### config.mk
export PLATFORM = sky130hd
export DESIGN_NAME = cbf_ctrl
export DESIGN_NICKNAME = d
export VERILOG_FILES = /design/src/rtl/core/cbf_pkg.sv /design/src/rtl/core/cbf_ctrl.sv
export SDC_FILE = /design/constraint.sdc
export NUM_CORES = 1
export LEC_CHECK = 0
export BUFFER_PORTS_ARGS = -buffer_cell sky130_fd_sc_hd__buf_2
export CORE_ASPECT_RATIO = 0.75
export CORE_UTILIZATION = 45
export DETAILED_ROUTE_END_ITERATION = 6
export PLACE_DENSITY_LB_ADDON = 0.08
export SETUP_SLACK_MARGIN = 0.05
export SLEW_MARGIN = 20
export SYNTH_ARGS = -nofsm -noshare
export SYNTH_HDL_FRONTEND = slang
export SYNTH_SLANG_ARGS = --single-unit
export TNS_END_PERCENT = 1
### constraint.sdc
create_clock -name clock -period 1.77 [get_ports clock]
set_input_delay 0.2655 -clock clock [delete_from_list [all_inputs] [get_ports clock]]
set_output_delay 0.2655 -clock clock [all_outputs]
set_load 0.005 [all_outputs]
### src/rtl/core/cbf_pkg.sv
`timescale 1ns / 1ps
`default_nettype none

package cbf_pkg;

   localparam logic [1:0] MODE_MOVE  = 2'd0;
   localparam logic [1:0] MODE_LINE  = 2'd1;
   localparam logic [1:0] MODE_CUBIC = 2'd2;
   localparam logic [1:0] MODE_CLOSE = 2'd3;

   localparam logic [1:0] CSR_SEGMENT_LENGTH = 2'd0;
   localparam logic [1:0] CSR_MIN_SEGMENTS   = 2'd1;
   localparam logic [1:0] CSR_MAX_SEGMENTS   = 2'd2;

   localparam int SEG_LEN_WIDTH = 31;
   localparam int COUNT_WIDTH   = 7;
   localparam int CSR_WIDTH     = 31;

   localparam logic [SEG_LEN_WIDTH-1:0] SEG_LEN_RESET = 31'd524288;
   localparam logic [COUNT_WIDTH-1:0]   MIN_SEG_RESET = 7'd4;
   localparam logic [COUNT_WIDTH-1:0]   MAX_SEG_RESET = 7'd48;

   typedef struct packed {
      logic load;
      logic emit_err;
      logic emit_target;
      logic do_close;
      logic leg_start;
      logic leg_diff;
      logic sq_x;
      logic sq_y;
      logic root_step;
      logic leg_acc;
      logic cnt_init;
      logic cnt_step;
      logic w1;
      logic w2;
      logic mac;
      logic div_init;
      logic div_step;
      logic emit_curve;
   } cmd_type;

   typedef struct packed {
      logic [1:0] mode;
      logic       active;
      logic       out_free;
      logic       root_done;
      logic       leg_last;
      logic       cnt_done;
      logic       mac_last;
      logic       div_done;
      logic       pt_last;
   } sts_type;

endpackage

`default_nettype wire

### src/rtl/core/cbf_ctrl.sv
`timescale 1ns / 1ps
`default_nettype none

module cbf_ctrl
   import cbf_pkg::*;
(
   input  wire logic    clock,
   input  wire logic    reset,
   input  wire logic    req_valid,
   output logic         req_stall,
   input  wire sts_type sts,
   output cmd_type      cmd
);

   typedef enum logic [14:0] {
      ST_IDLE     = 15'b000000000000001,
      ST_DECODE   = 15'b000000000000010,
      ST_LEG_DIFF = 15'b000000000000100,
      ST_LEG_SQX  = 15'b000000000001000,
      ST_LEG_SQY  = 15'b000000000010000,
      ST_LEG_ROOT = 15'b000000000100000,
      ST_LEG_ACC  = 15'b000000001000000,
      ST_CNT_INIT = 15'b000000010000000,
      ST_CNT_STEP = 15'b000000100000000,
      ST_PT_W1    = 15'b000001000000000,
      ST_PT_W2    = 15'b000010000000000,
      ST_PT_MAC   = 15'b000100000000000,
      ST_PT_DIVI  = 15'b001000000000000,
      ST_PT_DIV   = 15'b010000000000000,
      ST_PT_EMIT  = 15'b100000000000000
   } state_type;

   state_type state_ff, state_in;

   assign req_stall = (state_ff != ST_IDLE);

   always_comb begin
      state_in = state_ff;
      cmd      = '0;
      case (state_ff)
         ST_IDLE: begin
            if (req_valid) begin
               cmd.load = 1'b1;
               state_in = ST_DECODE;
            end
         end
         ST_DECODE: begin
            if (sts.mode != MODE_MOVE && !sts.active) begin
               if (sts.out_free) begin
                  cmd.emit_err = 1'b1;
                  state_in     = ST_IDLE;
               end
            end else if (sts.mode == MODE_MOVE || sts.mode == MODE_LINE) begin
               if (sts.out_free) begin
                  cmd.emit_target = 1'b1;
                  state_in        = ST_IDLE;
               end
            end else if (sts.mode == MODE_CLOSE) begin
               cmd.do_close = 1'b1;
               state_in     = ST_IDLE;
            end else begin
               cmd.leg_start = 1'b1;
               state_in      = ST_LEG_DIFF;
            end
         end
         ST_LEG_DIFF: begin
            cmd.leg_diff = 1'b1;
            state_in     = ST_LEG_SQX;
         end
         ST_LEG_SQX: begin
            cmd.sq_x = 1'b1;
            state_in = ST_LEG_SQY;
         end
         ST_LEG_SQY: begin
            cmd.sq_y = 1'b1;
            state_in = ST_LEG_ROOT;
         end
         ST_LEG_ROOT: begin
            cmd.root_step = 1'b1;
            if (sts.root_done) state_in = ST_LEG_ACC;
         end
         ST_LEG_ACC: begin
            cmd.leg_acc = 1'b1;
            state_in    = sts.leg_last ? ST_CNT_INIT : ST_LEG_DIFF;
         end
         ST_CNT_INIT: begin
            cmd.cnt_init = 1'b1;
            state_in     = ST_CNT_STEP;
         end
         ST_CNT_STEP: begin
            cmd.cnt_step = 1'b1;
            if (sts.cnt_done) state_in = ST_PT_W1;
         end
         ST_PT_W1: begin
            cmd.w1   = 1'b1;
            state_in = ST_PT_W2;
         end
         ST_PT_W2: begin
            cmd.w2   = 1'b1;
            state_in = ST_PT_MAC;
         end
         ST_PT_MAC: begin
            cmd.mac = 1'b1;
            if (sts.mac_last) state_in = ST_PT_DIVI;
         end
         ST_PT_DIVI: begin
            cmd.div_init = 1'b1;
            state_in     = ST_PT_DIV;
         end
         ST_PT_DIV: begin
            cmd.div_step = 1'b1;
            if (sts.div_done) state_in = ST_PT_EMIT;
         end
         ST_PT_EMIT: begin
            if (sts.out_free) begin
               cmd.emit_curve = 1'b1;
               state_in       = sts.pt_last ? ST_IDLE : ST_PT_W1;
            end
         end
         default: begin
            state_in = ST_IDLE;
         end
      endcase
   end

   always_ff @(posedge clock) begin
      if (reset) begin
         state_ff <= ST_IDLE;
      end else begin
         state_ff <= state_in;
      end
   end

endmodule

`default_nettype wire

* Word-level counts from Yosys, hierarchy flattened
Cells that the tools add are included.
Widths: inputs -> output; s select.
** Word-level totals
- Register bits :: 15
- Input bits :: 13
** Operators by class
- Equal/unequal tests :: 24
- Muxes and demuxes :: 36
- Reductions and logical operators :: 6
** Operators by type and width (count)
- $pmux 15 s15 :: 1
- $mux 15 :: 9
- $mux 1 :: 20
- $eq 15x1->1 const B :: 1
- $eq 15x10->1 const B :: 1
- $eq 15x11->1 const B :: 1
- $eq 15x12->1 const B :: 1
- $eq 15x13->1 const B :: 1
- $eq 15x14->1 const B :: 1
- $eq 15x15->1 const B :: 1
- $eq 15x2->1 const B :: 1
- $eq 15x3->1 const B :: 1
- $eq 15x4->1 const B :: 1
- $eq 15x5->1 const B :: 1
- $eq 15x6->1 const B :: 1
- $eq 15x7->1 const B :: 1
- $eq 15x8->1 const B :: 1
- $eq 15x9->1 const B :: 1
- $ne 15x1->1 const B :: 1
- $ne 2x2->1 const B :: 6
- $mux 10 :: 1
- $mux 8 :: 1
- $mux 3 :: 2
- $reduce_and 6->1 :: 1
- other kinds (9) :: 9

* Longest topological paths before layout
- Word-level depth :: 5
- Depth in mapped cells :: 7
- Mapped depth without buffers :: 6

* Worst setup path before layout
Ideal clock, no wire load.
- Path kind :: register to register
- Start point :: register state_ff[8]
- End point :: register state_ff[0]
- Library setup time :: 0.113 ns
- Arrival time :: 1.749 ns
- Required time :: 1.657 ns
- Setup slack :: -0.092 ns
- Cell stages (with the launch flop) :: 8
- Clock period less this slack :: 1.862 ns
- Cells stage by stage :: dfxtp_1 -> buf_6 -> or4_4 -> or4_1 -> a21oi_1 -> nor3_1 -> a21oi_2 -> nor2_1
** On the way
- Longest elaborated chain between the ends :: 3
- Elaborated cells between the ends (all ways) :: 23
- Those cells by class :: eq/ne (21); mux (1); reduce/logical (1)
** Ends and longest elaborated chain
- start: declaration :: RTL line cbf_ctrl.sv:33 : state_type state_ff, state_in;
- start signal: assignment :: RTL line cbf_ctrl.sv:130 : state_ff <= state_in;
- $eq 15x15->1, or another cell as far along :: RTL line cbf_ctrl.sv:40 : case (state_ff)
- $ne 2x2->1 (no source line)
- $reduce_and 6->1 (no source line)
Parallel ways exist; a longest one is shown, timed or not.
A chain may end at the register's enable or synchronous reset.

==> impl_results.md <==
- Outcome: complete, but fails checks
- Failing checks: design-rule violations, negative setup slack
- Hold EP: state_ff[7]$_SDFFE_PP0P_
- Hold WS: 236.6 ps
- Cts hold-fix bufs: 0
- Number of I/O pins: 32
- CP max stage cell: or4_4
- Peak VDD IR: 0.4141 mV
- Yosys Warn Count: 0
- Largest net degree at the start of global routing: 12
- Vias in the first global route: 1,318
- Net Sw Frac: 32.58%
- Antenna violations before repair: 0
- Int Pwr: 0.0005759 W
- Share of layout cells above drive strength 1: 49.76%
- CTS clk-pin slew, worst paths: 90 ps
- Largest Register: state_ff
- Switching pwr: 0.0002783 W
- Post-synth top flop: dfxtp_1
- Register bit total from synthesis: 15
- HP Start: sts[4]
- P&R area growth vs syn: 52.68%
- Combinational Power Share: between 30% and 40%
- Number of CTS-inserted buffers: 3
- Max-cap violations: 0
- Pins Over Slew Limit: 0
- Synth Instances: 143
- Leakage: roughly 0.73 nW
- Starting Density: approximately 50%
- Kind of end point of the critical path: output port
- Initial drt markers: 86
- Max reg flops: 15
- Clock latency on the worst-skew pair: 290 ps
- IO buf count: 31
- CTS Sinks: 15
- Core box area: 2102 sq um
- CP peak stage delay: 580 ps
- Yosys top cell area share: between 20% and 30%
- Library cells used by synthesis: 38
- Biggest regs: state_ff x15
- DR DRC count: 2
- Worst endpoint data arrival time: 1820 ps
- Full die area: 2538 sq um
- FF-to-FF Start: state_ff[7]$_SDFFE_PP0P_
- Total Wirelength: 3.571 mm
- Final instance area: between 1500 and 2000 sq um
- Estimated wirelength of the detail-placed design: 2.682 mm
- Non-Filler Instances: ~230
- Synthesized area per cell: around 7.4 sq um
- Critical path class: reg -> out
- CTS Root Cell: clkbuf_4
- Worst Hold Path Cells: 2
- Clock skew: 6.261 ps
- Average wire per standard cell: 15.33 um
- Via count: about 1.4k
- Gr usage total: slightly above 30%
- Slew Limit Headroom: 73.47%
- Placer congestion estimate: 0.9948
- Antenna Violating Nets Remaining: 0
- CTS Buffer Depth: 2
- Sequential area share after synthesis: around 29%
- Post-synth top area cell: dfxtp_1
- Die Width: 57.84 um
- Peak Freq: ~0.48 GHz
- Synth Cell Area: 1052 sq um
- Nets@finish: roughly 220
- Hold Violations, Final: 0
- FF-to-FF path depth: 7
- Tmin final: 2081 ps
- R2R Path End: state_ff[9]$_SDFFE_PP0P_
- Drt first pass iters: 6
- Asr flop ratio synth: 0%
- Ant diodes: 0
- Drt via density: 5.910
- Type of the worst min-delay path: in -> reg
- Flop-to-flop setup slack: -70 ps
- Rows: 14
- # setup viols final: 22
- Post-synth EDFFs: 0
- H-tree depth: 1
- Total grt overflow: 0
- CTS tree: yes
- Setup WS post-layout: -311.0 ps
- Area contributors post-synth: dfxtp_1 (29%), nor2_1 (8.9%), nor3_1 (5.7%)
- Crit-path cells: or4_4 -> nor2_4 -> and3_4 -> and3b_1 -> buf_2
- Worst Path Required: 1500 ps
- Clock share of power: 24.7%
- Part of the cycle the worst path needs: 117.6%
- Flop pwr share: approximately 42%
- First-pass GRT wire length: 5.782 mm
- Syn_nets: 156
- Fin util: between 70% and 80%
- RSZ-0062 raised after global routing: true
- FILL cells: roughly 160
- Most numerous cell in the Yosys netlist: nor2_1
- Pwr dens: roughly 530 nW/um^2
- Startpoint Class: flip-flop
- Crit path max fanout: 4
- Cell area after placement: 1466 sq um
- Die H: around 44 um
- Synth top cells by count: nor2_1 (25), dfxtp_1 (15), nor3_1 (12)
- Post-Place Cells: about 230
- Worst-Margin Slew: 392.4 ps
## critical path: cells and delay by family (launching register included)
family	cells	cell delay (ps)
flops	1	360
buf+inv	1	110
simple gates	4	1070
## stage by stage
stage / setup TNS (ps) / power, W / setup slack, ps
after CTS: -4150 / 0.0008344 / -312.1
after detailed placement: -310.9 / 0.0006175 / -103.4
after global routing: -6379 / 0.0008961 / -380.5
after global placement: 0 / 0.0006134 / 6.825
after floorplan: -50.30 / 0.0004840 / -21.45
final: -4009 / 0.0008542 / -311.0
## cells by family after synthesis
family,count (synthesis),share of synthesized area (%)
AO/OA/AOI/OAI,23,15.34
XOR/XNOR,4,3.330
buffers and inverters,12,4.994
flip-flops,15,28.54
AND/OR/NAND/NOR,89,47.80
## metal layers
metal	routed length (um)	track usage (%)	part of all wire, %	up-vias
li1	-	-	-	656
met2	1697	53.56	48	64
met3	276	7.463	7.7	15
met5	0	0	0	-
met1	1469	34.96	41	642
met4	127	17.62	3.6	0
## worst max-delay path by stage
| stage | start | end | depth (start not counted) |
|---|---|---|---|
| after floorplan | state_ff[5]$_SDFFE_PP0P_ | cmd[3] | 5 |
| after global placement | state_ff[4]$_SDFFE_PP0P_ | cmd[11] | 5 |
| after detailed placement | state_ff[8]$_SDFFE_PP0P_ | state_ff[6]$_SDFFE_PP0P_ | 7 |
| after CTS | state_ff[8]$_SDFFE_PP0P_ | cmd[11] | 5 |
| after global routing | state_ff[7]$_SDFFE_PP0P_ | cmd[1] | 7 |
| final | state_ff[7]$_SDFFE_PP0P_ | cmd[11] | 5 |
## area by class of cell
class / count / area (sq um) / area share [%]
Multi-Input combinational cell: 116 / 789.5 / 49.14
Inverter: 7 / 26.28 / 1.636
Clock buffer: 4 / 26.28 / 1.636
Timing Repair Buffer: 67 / 425.4 / 26.48
Tap cell: 24 / 30.03 / 1.869
Sequential cell: 15 / 309.0 / 19.24
## cells in the final DEF, fill, tap and decap left out, types with 3 or more instances in the layout
cell,n
dfxtp_1,8
clkbuf_4,3
nor3b_1,6
nor2_2,3
nor2_4,3
buf_2,31
nand4b_1,3
nand3_1,5
inv_1,6
nor2b_1,3
nor2_1,20
nor4_1,4
buf_4,36
nor3_2,4
nand2_1,4
nand4_1,3
o21a_1,3
nor4_2,4
a21oi_1,7
dfxtp_2,7
nand2b_1,6
nor3_1,8
nand2_2,3
## repair_timing
| action | 4_1_cts | 5_1_grt |
|---|---|---|
| endpoints found under the hold margin | 0 | 0 |
| resized for setup | 19 | 11 |
| buffers inserted | 1 | 1 |
| endpoints found under the setup margin | 27 | 27 |
| gates cloned | 0 | 0 |
| pin swaps | 8 | 5 |
## power by group through the flow
stage	sequential [W]	combinational [W]	clock (W)
CTS	0.000358	0.000264	0.000212
finish	0.000359	0.000284	0.000211
detailed placement	0.000365	0.000252	0
global route	0.000358	0.000312	0.000226
floorplan	0.000365	0.000119	0
global placement	0.000365	0.000248	0
Power figures use the tool's default switching activity.
